===== src/rtl/fit_placement_allocator_unit_assert.svh =====
// Assertion macros shared by the allocator modules.
// Each macro expects clk and rst_n in the scope where it is used.
`ifndef FIT_PLACEMENT_ALLOCATOR_UNIT_ASSERT_SVH
`define FIT_PLACEMENT_ALLOCATOR_UNIT_ASSERT_SVH

`ifndef SYNTHESIS
`define FPA_ASSERT(lbl, prop, msg) \
    lbl: assert property (@(posedge clk) disable iff (!rst_n) prop) \
        else $error(msg);
`define FPA_ASSERT_NEXT(lbl, ante, cons, msg) \
    lbl: assert property (@(posedge clk) disable iff (!rst_n) (ante) |=> (cons)) \
        else $error(msg);
`else
`define FPA_ASSERT(lbl, prop, msg)
`define FPA_ASSERT_NEXT(lbl, ante, cons, msg)
`endif

`endif


===== src/rtl/fpa_pkg.sv =====
package fpa_pkg;

    // Storage geometry
    localparam int BLOCK_COUNT = 16;
    localparam int SIZE_BITS   = 16;
    localparam int IDX_BITS    = $clog2(BLOCK_COUNT);
    localparam int CNT_BITS    = $clog2(BLOCK_COUNT + 1);

    // Fixed port widths
    localparam int BLK_BITS     = 4;
    localparam int AMT_BITS     = 16;
    localparam int BIU_BITS     = 5;
    localparam int STRAT_BITS   = 2;
    localparam int CFG_BITS     = 5;
    localparam int CFG_IDX_BITS = 1;

    // Common compare widths
    localparam int NW  = (CNT_BITS > BIU_BITS) ? CNT_BITS : BIU_BITS;
    localparam int LDW = (CNT_BITS > BLK_BITS) ? CNT_BITS : BLK_BITS;

    localparam logic [BIU_BITS-1:0] BIU_RESET = BIU_BITS'(16);

    // Register indexes
    localparam logic [CFG_IDX_BITS-1:0] REG_STRATEGY      = CFG_IDX_BITS'(0);
    localparam logic [CFG_IDX_BITS-1:0] REG_BLOCKS_IN_USE = CFG_IDX_BITS'(1);

    // Command codes
    localparam logic CMD_LOAD  = 1'b0;
    localparam logic CMD_ALLOC = 1'b1;

    typedef enum logic [STRAT_BITS-1:0] {
        STRAT_FIRST = 2'd0,
        STRAT_NEXT  = 2'd1,
        STRAT_BEST  = 2'd2,
        STRAT_WORST = 2'd3
    } strategy_t;

    typedef enum logic [1:0] {
        ST_IDLE,
        ST_LOAD,
        ST_SCAN,
        ST_DECIDE
    } state_t;

    typedef struct packed {
        logic capture;
        logic scan;
        logic load;
        logic decide;
    } ctrl_cmd_t;

    typedef struct packed {
        logic scan_done;
        logic empty;
    } ctrl_stat_t;

endpackage


===== src/rtl/fpa_ctrl.sv =====
`include "fit_placement_allocator_unit_assert.svh"

module fpa_ctrl
(
    input  logic               clk,
    input  logic               rst_n,
    input  logic               start,
    input  logic               command,
    input  fpa_pkg::ctrl_stat_t stat,
    output fpa_pkg::ctrl_cmd_t  cmd,
    output logic               busy
);

    fpa_pkg::state_t state_reg;
    fpa_pkg::state_t state_next;
    logic [3:0]      cmd_vec;

    // Hold state
    always_ff @(posedge clk or negedge rst_n)
    begin
        if (!rst_n)
        begin
            state_reg <= fpa_pkg::ST_IDLE;
        end
        else
        begin
            state_reg <= state_next;
        end
    end

    // Advance through load, scan and decide
    always_comb
    begin
        state_next = state_reg;
        unique case (state_reg)
            fpa_pkg::ST_IDLE:
            begin
                if (start)
                begin
                    if (command == fpa_pkg::CMD_ALLOC)
                    begin
                        state_next = stat.empty ? fpa_pkg::ST_DECIDE : fpa_pkg::ST_SCAN;
                    end
                    else
                    begin
                        state_next = fpa_pkg::ST_LOAD;
                    end
                end
            end
            fpa_pkg::ST_LOAD:
            begin
                state_next = fpa_pkg::ST_IDLE;
            end
            fpa_pkg::ST_SCAN:
            begin
                if (stat.scan_done)
                begin
                    state_next = fpa_pkg::ST_DECIDE;
                end
            end
            fpa_pkg::ST_DECIDE:
            begin
                state_next = fpa_pkg::ST_IDLE;
            end
            default:
            begin
                state_next = fpa_pkg::ST_IDLE;
            end
        endcase
    end

    // Drive datapath commands
    always_comb
    begin
        cmd  = '0;
        busy = 1'b1;
        unique case (state_reg)
            fpa_pkg::ST_IDLE:
            begin
                busy        = 1'b0;
                cmd.capture = start;
            end
            fpa_pkg::ST_LOAD:
            begin
                cmd.load = 1'b1;
            end
            fpa_pkg::ST_SCAN:
            begin
                cmd.scan = 1'b1;
            end
            fpa_pkg::ST_DECIDE:
            begin
                cmd.decide = 1'b1;
            end
            default:
            begin
                busy = 1'b0;
            end
        endcase
    end

    assign cmd_vec = cmd;

    `FPA_ASSERT(a_cmd_onehot, $onehot0(cmd_vec), "more than one datapath command active")
    `FPA_ASSERT_NEXT(a_accept_busy, start && !busy, busy, "accepted beat did not raise busy")
    `FPA_ASSERT(a_busy_drop, $fell(busy) |-> ($past(state_reg) == fpa_pkg::ST_DECIDE || $past(state_reg) == fpa_pkg::ST_LOAD), "busy dropped before a result was formed")

endmodule


===== src/rtl/fpa_datapath.sv =====
`include "fit_placement_allocator_unit_assert.svh"

module fpa_datapath
(
    input  logic                                 clk,
    input  logic                                 rst_n,
    input  logic                                 cfg_write,
    input  logic [fpa_pkg::CFG_IDX_BITS-1:0]     cfg_index,
    input  logic [fpa_pkg::CFG_BITS-1:0]         cfg_data,
    input  logic [fpa_pkg::BLK_BITS-1:0]         block_index,
    input  logic [fpa_pkg::AMT_BITS-1:0]         amount,
    input  fpa_pkg::ctrl_cmd_t                   cmd,
    output fpa_pkg::ctrl_stat_t                  stat,
    output logic                                 done,
    output logic                                 granted,
    output logic [fpa_pkg::BLK_BITS-1:0]         chosen_block,
    output logic [fpa_pkg::AMT_BITS-1:0]         left_over
);

    // Configuration and persistent state
    fpa_pkg::strategy_t                 strategy_reg;
    logic [fpa_pkg::BIU_BITS-1:0]       biu_reg;
    logic [fpa_pkg::SIZE_BITS-1:0]      cap_reg [fpa_pkg::BLOCK_COUNT];
    logic [fpa_pkg::IDX_BITS-1:0]       rover_reg;

    // Per-item working registers
    logic [fpa_pkg::BLK_BITS-1:0]       idx_reg;
    logic [fpa_pkg::SIZE_BITS-1:0]      req_reg;
    logic [fpa_pkg::IDX_BITS-1:0]       pos_reg;
    logic [fpa_pkg::CNT_BITS-1:0]       cnt_reg;
    logic                               found_reg;
    logic [fpa_pkg::IDX_BITS-1:0]       pick_reg;
    logic [fpa_pkg::SIZE_BITS-1:0]      keep_reg;

    // Result registers
    logic                               done_reg;
    logic                               granted_reg;
    logic [fpa_pkg::BLK_BITS-1:0]       chosen_reg;
    logic [fpa_pkg::AMT_BITS-1:0]       left_reg;

    logic [fpa_pkg::NW-1:0]             biu_w;
    logic [fpa_pkg::NW-1:0]             n_full;
    logic [fpa_pkg::CNT_BITS-1:0]       n_cnt;
    logic                               rover_in;
    logic [fpa_pkg::IDX_BITS-1:0]       start_pos;
    logic [fpa_pkg::CNT_BITS-1:0]       pos_inc;
    logic [fpa_pkg::IDX_BITS-1:0]       pos_wrap;
    logic [fpa_pkg::SIZE_BITS-1:0]      cur;
    logic                               fits;
    logic [fpa_pkg::SIZE_BITS-1:0]      diff;
    logic                               first_kind;
    logic                               take;
    logic                               load_ok;

    // Saturate the searched block count
    assign biu_w  = fpa_pkg::NW'(biu_reg);
    assign n_full = (biu_w > fpa_pkg::NW'(fpa_pkg::BLOCK_COUNT)) ?
                    fpa_pkg::NW'(fpa_pkg::BLOCK_COUNT) : biu_w;
    assign n_cnt  = n_full[fpa_pkg::CNT_BITS-1:0];

    // Next fit starts at the rover when it lies inside the searched range
    assign rover_in  = fpa_pkg::CNT_BITS'(rover_reg) < n_cnt;
    assign start_pos = (strategy_reg == fpa_pkg::STRAT_NEXT && rover_in) ?
                       rover_reg : '0;

    // Step the scan position, wrapping at the searched count
    assign pos_inc  = fpa_pkg::CNT_BITS'(pos_reg) + fpa_pkg::CNT_BITS'(1);
    assign pos_wrap = (pos_inc >= n_cnt) ? '0 : pos_inc[fpa_pkg::IDX_BITS-1:0];

    // Test the current block against the request
    assign cur        = cap_reg[pos_reg];
    assign fits       = cur >= req_reg;
    assign diff       = cur - req_reg;
    assign first_kind = (strategy_reg == fpa_pkg::STRAT_FIRST) ||
                        (strategy_reg == fpa_pkg::STRAT_NEXT);
    assign take       = fits &&
                        (!found_reg ||
                         (strategy_reg == fpa_pkg::STRAT_BEST  && diff < keep_reg) ||
                         (strategy_reg == fpa_pkg::STRAT_WORST && diff > keep_reg));

    assign stat.scan_done = (cnt_reg == fpa_pkg::CNT_BITS'(1)) || (fits && first_kind);
    assign stat.empty     = (n_cnt == '0);

    assign load_ok = fpa_pkg::LDW'(idx_reg) < fpa_pkg::LDW'(fpa_pkg::BLOCK_COUNT);

    // Hold configuration, capacities, rover and control flags
    always_ff @(posedge clk or negedge rst_n)
    begin
        if (!rst_n)
        begin
            strategy_reg <= fpa_pkg::STRAT_FIRST;
            biu_reg      <= fpa_pkg::BIU_RESET;
            rover_reg    <= '0;
            found_reg    <= 1'b0;
            done_reg     <= 1'b0;
            for (int i = 0; i < fpa_pkg::BLOCK_COUNT; i++)
            begin
                cap_reg[i] <= '0;
            end
        end
        else
        begin
            if (cfg_write)
            begin
                unique case (cfg_index)
                    fpa_pkg::REG_STRATEGY:
                    begin
                        strategy_reg <= fpa_pkg::strategy_t'(cfg_data[fpa_pkg::STRAT_BITS-1:0]);
                    end
                    fpa_pkg::REG_BLOCKS_IN_USE:
                    begin
                        biu_reg <= cfg_data[fpa_pkg::BIU_BITS-1:0];
                    end
                    default:
                    begin
                    end
                endcase
            end

            if (cmd.capture)
            begin
                found_reg <= 1'b0;
            end
            else if (cmd.scan && take)
            begin
                found_reg <= 1'b1;
            end

            if (cmd.load && load_ok)
            begin
                cap_reg[idx_reg[fpa_pkg::IDX_BITS-1:0]] <= req_reg;
            end

            if (cmd.decide && found_reg)
            begin
                cap_reg[pick_reg] <= keep_reg;
                if (strategy_reg == fpa_pkg::STRAT_NEXT)
                begin
                    rover_reg <= pick_reg;
                end
            end

            done_reg <= cmd.load || cmd.decide;
        end
    end

    // Latch the beat, walk the blocks, form the result
    always_ff @(posedge clk)
    begin
        if (cmd.capture)
        begin
            idx_reg <= block_index;
            req_reg <= fpa_pkg::SIZE_BITS'(amount);
            pos_reg <= start_pos;
            cnt_reg <= n_cnt;
        end

        if (cmd.scan)
        begin
            pos_reg <= pos_wrap;
            cnt_reg <= cnt_reg - fpa_pkg::CNT_BITS'(1);
            if (take)
            begin
                pick_reg <= pos_reg;
                keep_reg <= diff;
            end
        end

        if (cmd.load)
        begin
            granted_reg <= load_ok;
            chosen_reg  <= load_ok ? idx_reg : '0;
            left_reg    <= load_ok ? fpa_pkg::AMT_BITS'(req_reg) : '0;
        end

        if (cmd.decide)
        begin
            granted_reg <= found_reg;
            chosen_reg  <= found_reg ? fpa_pkg::BLK_BITS'(pick_reg) : '0;
            left_reg    <= found_reg ? fpa_pkg::AMT_BITS'(keep_reg) : '0;
        end
    end

    assign done         = done_reg;
    assign granted      = granted_reg;
    assign chosen_block = chosen_reg;
    assign left_over    = left_reg;

    `FPA_ASSERT(a_done_source,
                done_reg |-> ($past(cmd.load) || $past(cmd.decide)),
                "result strobe without a load or decide cycle")
    `FPA_ASSERT(a_refused_zero,
                done_reg && !granted_reg |-> (chosen_reg == '0 && left_reg == '0),
                "refused beat carries a block or capacity")
    `FPA_ASSERT(a_scan_count,
                cmd.scan |-> (cnt_reg != '0),
                "scan running with no blocks left")
    `FPA_ASSERT(a_keep_match,
                (cmd.scan || cmd.decide) && found_reg |->
                    (cap_reg[pick_reg] >= req_reg && (cap_reg[pick_reg] - req_reg) == keep_reg),
                "kept leftover does not match the picked block")

endmodule


===== src/rtl/fit_placement_allocator_unit.sv =====
// Load: the accepted beat, the write state, then the result strobe.
// Allocate: the scan state checks blocks in turn (up to blocks in use, at most 16), the decide
// state, then the strobe.
// A new beat is taken only while busy is low, once the last result is formed; the receiver cannot stall.
// Reset (rst_n low, asynchronous) zeroes all capacities and the rover, selects first fit
// and sets sixteen blocks in use.
module fit_placement_allocator_unit
(
    input  logic                             clk,
    input  logic                             rst_n,
    input  logic                             cfg_write,
    input  logic [fpa_pkg::CFG_IDX_BITS-1:0] cfg_index,
    input  logic [fpa_pkg::CFG_BITS-1:0]     cfg_data,
    input  logic                             start,
    input  logic                             command,
    input  logic [fpa_pkg::BLK_BITS-1:0]     block_index,
    input  logic [fpa_pkg::AMT_BITS-1:0]     amount,
    output logic                             busy,
    output logic                             done,
    output logic                             granted,
    output logic [fpa_pkg::BLK_BITS-1:0]     chosen_block,
    output logic [fpa_pkg::AMT_BITS-1:0]     left_over
);

    fpa_pkg::ctrl_cmd_t  cmd;
    fpa_pkg::ctrl_stat_t stat;

    // Sequence the item
    fpa_ctrl u_ctrl
    (
        .clk     (clk),
        .rst_n   (rst_n),
        .start   (start),
        .command (command),
        .stat    (stat),
        .cmd     (cmd),
        .busy    (busy)
    );

    // Hold capacities and search them
    fpa_datapath u_datapath
    (
        .clk          (clk),
        .rst_n        (rst_n),
        .cfg_write    (cfg_write),
        .cfg_index    (cfg_index),
        .cfg_data     (cfg_data),
        .block_index  (block_index),
        .amount       (amount),
        .cmd          (cmd),
        .stat         (stat),
        .done         (done),
        .granted      (granted),
        .chosen_block (chosen_block),
        .left_over    (left_over)
    );

endmodule

===== config.mk =====
export PLATFORM = sky130hd
export DESIGN_NAME = fit_placement_allocator_unit
export DESIGN_NICKNAME = d
export VERILOG_FILES = /design/src/rtl/fpa_pkg.sv /design/src/rtl/fpa_ctrl.sv /design/src/rtl/fpa_datapath.sv /design/src/rtl/fit_placement_allocator_unit.sv
export VERILOG_INCLUDE_DIRS = /design/src /design/src/rtl
export SDC_FILE = /design/constraint.sdc
export NUM_CORES = 1
export LEC_CHECK = 0
export ABC_AREA = 1
export BUFFER_PORTS_ARGS = -buffer_cell sky130_fd_sc_hd__buf_4
export CAP_MARGIN = 30
export CORE_MARGIN = 2
export CORE_UTILIZATION = 24
export DETAILED_ROUTE_END_ITERATION = 10
export GPL_TIMING_DRIVEN = 0
export PLACE_DENSITY = 0.37
export SETUP_SLACK_MARGIN = 0.2
export SLEW_MARGIN = 10
export SYNTH_ARGS = -nofsm -noshare
export SYNTH_HDL_FRONTEND = slang
export SYNTH_SLANG_ARGS = --single-unit

===== constraint.sdc =====
create_clock -name clk -period 7.3 [get_ports clk]
set_input_delay 0.73 -clock clk [delete_from_list [all_inputs] [get_ports clk]]
set_output_delay 0.73 -clock clk [all_outputs]
set_load 0.01 [all_outputs]

==> results of run 1 <==
[kinds of logic (layout without fill, tap and decap cells)]
group,count (synthesis),count (layout),synth area share
AOI/OAI and AO/OA,877,877,0.273
xor gates and xnor gates,14,14,0.00651
adders and majority gates,45,45,0.0303
buffers and inverters,409,579,0.0839
DFF,341,341,0.471
muxes,4,4,0.00239
other,0,5,0
and+or+nand+nor,626,626,0.133
[worst paths after layout]
check	start	to	slack, ps	cells past startpoint
setup reg to reg	u_datapath.pos_reg[1]	u_datapath.keep_reg[7]	760	28
max in group asynchronous	rst_n	u_datapath.cap_reg[123]	5570	4
min in group asynchronous	rst_n	u_datapath.cap_reg[24]	550	2
hold / removal	amount[14]	u_datapath.req_reg[14]	290	1
setup / recovery	u_datapath.pos_reg[1]	u_datapath.keep_reg[7]	760	28
hold reg to reg	u_datapath.strategy_reg[1]	u_datapath.strategy_reg[1]	490	2
[cell type report]
cell class              instances  area [µm²]
inverters                     223         837
repair buffers                 84         902
fillers                      8450       55000
flip-flops and latches        341        8880
diodes                          5        12.5
clock inverters                20         140
well taps                    1040        1300
clock buffers                  66        1360
plain buffers                 186         748
multi-input cells            1566        8390
[metal layers]
layer  vias to the layer above  part of all wire
li1                       8247                 -
met2                       891              0.44
met4                         2             0.049
met5                         -           0.00064
met1                      9269              0.43
met3                       201             0.074
[layout by cell type, fill, tap and decap left out, drive strengths merged, types with 70 or more instances in the layout]
cell type	synthesis	routed
dfrtp	270	270
o211ai	209	209
edfxtp	70	70
o21ai	257	257
inv	206	207
clkbuf	140	206
buf	46	129
a21oi	313	313
nand2	316	316
nor2	248	248
[worst register-to-register path: cells and delay by family (launching register included)]
kind / cells / cell delay [ps]
AND/OR/NAND/NOR: 14 / 1350
AO/OA/AOI/OAI: 7 / 1970
adder cells (fa/ha/maj): 2 / 650
flip-flops: 1 / 370
buffers and inverters: 5 / 1910
[through the flow]
step | util | hold WS (ps) | total power [mW] | instances | instance area (µm²)
floorplan | - | 434 | 6.79 | 2316 | 18800
global placement | 0.265 | 480 | 9.33 | 3409 | 20500
detailed placement | 0.271 | 476 | 9.50 | 3438 | 21000
CTS | 0.291 | 268 | 11.8 | 3525 | 22500
global route | 0.291 | 273 | 12.7 | 3526 | 22600
finish | 0.291 | 293 | 11.9 | 3531 | 22600
[where the power goes]
| part | total [mW] | switching, mW | internal (mW) |
|---|---|---|---|
| clock network | 2.29 | 0.965 | 1.33 |
| logic | 6.36 | 4.43 | 1.92 |
| registers | 3.27 | 0.398 | 2.87 |
| total | 11.9 | 5.80 | 6.12 |
==> run_results.csv, run 1 <==
group,metric,value,unit
yosys,yosys-top-cells-count,"nand2_1 (316), a21oi_1 (313), dfrtp_1 (270), nor2_1 (246), o21ai_0 (224)",
placement,post-place-ws,741,ps
sta,rsz0062_at_grt,"no",
clocking,cts_made_buffers,46,
yosys,synth_edf_count,70,
yosys,synth_area_per_cell,8.14,µm²
sta,slew-limit-headroom,0.282,
yosys,yosysWarnings,0,
pwr,p_leak,9.98,nW
critical_path,max_stage_delay,830,ps
die,rows,102,
pwr,power_density,528,nW/µm²
yosys,synthCells,2316,
drt,dr.pass1.iters,7,
die,dieArea,80800,µm²
die,start_util,0.243,
finish,syn_to_final_growth,19.8,%
yosys,synth_flop_cell,"dfrtp_1",
die,io_pins,54,
die,die_x,284,µm
drt,drc,0,
sta,hold_viol_final,0,
clocking,cts_sinks,341,
pwr,ir_drop,0.183,mV
clocking,cts_setup_buffers,0,
drt,detail-route-antenna-nets,0,
yosys,yosysMostFrequentCell,"nand2_1",
yosys,synth_fp_nets,2392,
placement,place_hpwl,73800,µm
placement,portBuffers,53,
sta,clock_skew,31.0,ps
sta,max_freq,0.153,GHz
finish,drive_above_1_share,0.0901,
clocking,clockBufferDepth,3,
sta,worst_pin_slew,1070,ps
clocking,clk_pin_slew,60,ps
yosys,syn_area,18800,µm²
global_route,grt_util_met1,0.323,
critical_path,critPathTopFamily,"compound AO/OA/AOI/OAI gates",
critical_path,crit_path_frequent_cell,"nand2_1",
placement,gp_congestion,0.975,
drt,wl_per_cell,28.3,µm
critical_path,cp-end-kind,"flop",
die,core_area,77600,µm²
global_route,overflow,0,
global_route,grt_max_degree,96,
yosys,async_flop_share,0.795,
run,maxCapViolCount,0,
critical_path,start_kind,"flop",
critical_path,worstPathArrival,6840,ps
finish,largest_reg_flops,256,
drt,vias_per_cell,5.27,
yosys,synth_top_cell_by_area,"dfrtp_1",
sta,tns,0,ps
global_route,grt_antenna_before_repair,2,
global_route,grt.total_usage,0.244,
run_status,status,"completed",
yosys,ys_ff_latch,341,
critical_path,crit_fanout,11,
clocking,cts_root_buf,"clkbuf_16",
yosys,synth.area.top_cells,"dfrtp_1 (36%), edfxtp_1 (11%), o211ai_1 (8.3%)",
clocking,cts-htree-levels,2,
global_route,first_global_vias,18066,
drt,wirelength,100000,µm
yosys,seq_area_frac_synth,0.471,
sta,setup_viol,0,
sta,layout_setup_ws,760,ps
critical_path,crit_type,"flop to flop",
critical_path,cpMaxStageDelayCell,"buf_1",
sta,post-route-period-util,0.896,
global_route,met2_usage,0.376,
sta,layout_min_cycle_time,6540,ps
yosys,synth_top_area_share,0.358,
global_route,grtUsageMet3,0.0510,
sta,finalMaxSlewViolations,0,
yosys,synth_cell_type_count,40,
die,die_h,284,µm
clocking,hold_buffers,1,
clocking,ctsResizeCount,0,
global_route,grt_pass1_wl,139000,µm
clocking,insertion_delay,610,ps
critical_path,worst_ep_required_time,7600,ps
clocking,cts_tree,"built",
global_route,gr-max-usage-layer,"met2",
drt,vias,18610,
finish,nets,2524,
min_path,holdCritPathClass,"input pin to flop",
drt,drtIter0Drc,1912,
critical_path,critPathBufInv,5,
Note: power is estimated with default switching activity, not from simulation.
==> run 2, diff against run 1 <==
--- a/config.mk
+++ b/config.mk
@@ -7,7 +7,7 @@
 export NUM_CORES = 1
 export LEC_CHECK = 0
 export ABC_AREA = 1
-export BUFFER_PORTS_ARGS = -buffer_cell sky130_fd_sc_hd__buf_4
+export BUFFER_PORTS_ARGS = -buffer_cell sky130_fd_sc_hd__buf_2
 export CAP_MARGIN = 30
 export CORE_MARGIN = 2
 export CORE_UTILIZATION = 24
==> run 2 against run 1 <==
Core utilization about the same. Highest routed layer is now met4. Global-route usage increased by 0.12 points. Power increased by 0.92%. Final area decreased by 0.12%. Via count increased by 0.35%. Routed wire length increased by 0.55%. Clock power increased by 4%.
==> run_results.csv, run 2 (synthesis results as in run 1) <==
group,metric,value,unit
critical_path,worstPathArrival,6610,ps
sta,hold_viol_final,0,
die,rows,102,
pwr,ir_drop,0.183,mV
drt,dr.pass1.iters,7,
critical_path,crit_type,"flop to flop",
finish,largest_reg_flops,256,
finish,final_cell_mix,"nand2_1 (316), a21oi_1 (313), dfrtp_1 (270)",
global_route,grt_pass1_wl,141000,µm
drt,vias_per_cell,5.29,
clocking,cts_made_buffers,45,
placement,portBuffers,53,
die,io_pins,54,
die,die_x,284,µm
finish,nets,2525,
sta,layout_min_cycle_time,6310,ps
clocking,cts_sinks,341,
critical_path,cpMaxStageDelayCell,"buf_1",
global_route,grtUsageMet3,0.0480,
sta,max_freq,0.158,GHz
run,maxCapViolCount,0,
critical_path,worst_ep_required_time,7600,ps
drt,vias,18676,
finish,drive_above_1_share,0.0913,
finish,post-route-cell-area,22500,µm²
critical_path,cp-end-kind,"flop",
drt,detail-route-antenna-nets,0,
sta,hold_ws,96.0,ps
critical_path,r2r_slack,990,ps
critical_path,critPathBufInv,5,
die,start_util,0.243,
clocking,cts-htree-levels,2,
clocking,clockBufferDepth,3,
critical_path,start_kind,"flop",
run_status,status,"completed",
die,dieArea,80800,µm²
global_route,met2_usage,0.376,
clocking,cts_root_buf,"clkbuf_16",
global_route,grt_util_met1,0.336,
clocking,clk_pin_slew,60,ps
clocking,cts_setup_buffers,0,
clocking,cts_tree,"built",
drt,wl_per_cell,28.5,µm
drt,drc,0,
min_path,holdCritPathClass,"input pin to async pin",
sta,rsz0062_at_grt,"no",
critical_path,r2r-start,"u_datapath.pos_reg[1]",
sta,finalMaxSlewViolations,0,
sta,worst_pin_slew,1110,ps
clocking,hold_buffers,0,
finish,syn_to_final_growth,19.6,%
die,core_area,77600,µm²
placement,post_dp_cell_area,20900,µm²
global_route,overflow,0,
global_route,grt_antenna_before_repair,4,
clocking,insertion_delay,610,ps
critical_path,critPathTopFamily,"compound AO/OA/AOI/OAI gates",
critical_path,crit_fanout,19,
placement,place_hpwl,73600,µm
placement,gp_congestion,0.958,
sta,slew-limit-headroom,0.259,
global_route,gr-max-usage-layer,"met2",
global_route,first_global_vias,18004,
die,die_h,284,µm
critical_path,reg2reg_depth,28,
clocking,ctsResizeCount,0,
pwr,p_leak,9.96,nW
pwr,power_density,533,nW/µm²
sta,setup_viol,0,
global_route,grt.total_usage,0.245,
critical_path,max_stage_delay,790,ps
finish,layout_commonest_cell,"nand2_1",
drt,drtIter0Drc,2129,
critical_path,crit_path_frequent_cell,"nand2_1",
sta,post-route-period-util,0.865,
drt,wirelength,101000,µm
global_route,grt_max_degree,86,
finish,fill_cells,8476,
critical_path,r2r_end,"u_datapath.keep_reg[8]",
sta,clock_skew,29.0,ps
[run 2: metrics by stage]
step | setup slack [ps] | power (mW) | std cells | TNS [ps] | utilization
2_1_floorplan | 2990 | 6.79 | 2316 | 0 | -
3_5_place_dp | 630 | 9.48 | 3439 | 0 | 0.270
4_1_cts | 616 | 11.9 | 3523 | 0 | 0.290
3_3_place_gp | -339 | 9.31 | 3409 | -82260 | 0.263
6_report | 988 | 12.0 | 3529 | 0 | 0.291
5_1_grt | 638 | 12.8 | 3527 | 0 | 0.291
[run 2: worst max-delay path by stage]
| stage | from | slack (ps) | to | cells past startpoint |
|---|---|---|---|---|
| after global placement | rst_n | -340 | u_datapath.cap_reg[122] | 1 |
| after CTS | u_datapath.pos_reg[1] | 620 | u_datapath.keep_reg[9] | 27 |
| final | u_datapath.pos_reg[1] | 990 | u_datapath.keep_reg[8] | 28 |
| after floorplan | u_datapath.pos_reg[1] | 2990 | u_datapath.keep_reg[0] | 27 |
| after global routing | u_datapath.pos_reg[0] | 640 | u_datapath.keep_reg[8] | 27 |
| after detailed placement | u_datapath.pos_reg[1] | 630 | u_datapath.keep_reg[10] | 27 |
[run 2: routing by layer]
layer,share of wire,vias to the layer above
met3,0.077,187
met5,0,-
met2,0.44,926
li1,-,8249
met4,0.042,0
met1,0.44,9314
[run 2: where the power goes]
| part | internal, mW | total [mW] | switching, mW |
|---|---|---|---|
| Clock | 1.41 | 2.39 | 0.982 |
| Sequential | 2.87 | 3.26 | 0.391 |
| Combinational | 1.93 | 6.38 | 4.45 |
| Total | 6.20 | 12.0 | 5.82 |
[run 2: final cells by class]
class | count | area [µm²] | area share
plain buffers | 186 | 747 | 0.0331
multi-input cells | 1566 | 8390 | 0.372
flip-flops and latches | 341 | 8880 | 0.394
inverters | 223 | 837 | 0.0371
repair buffers | 86 | 828 | 0.0367
clock buffers | 66 | 1330 | 0.0588
diodes | 3 | 7.51 | 0.000333
clock inverters | 18 | 226 | 0.0100
well taps | 1040 | 1300 | 0.0577
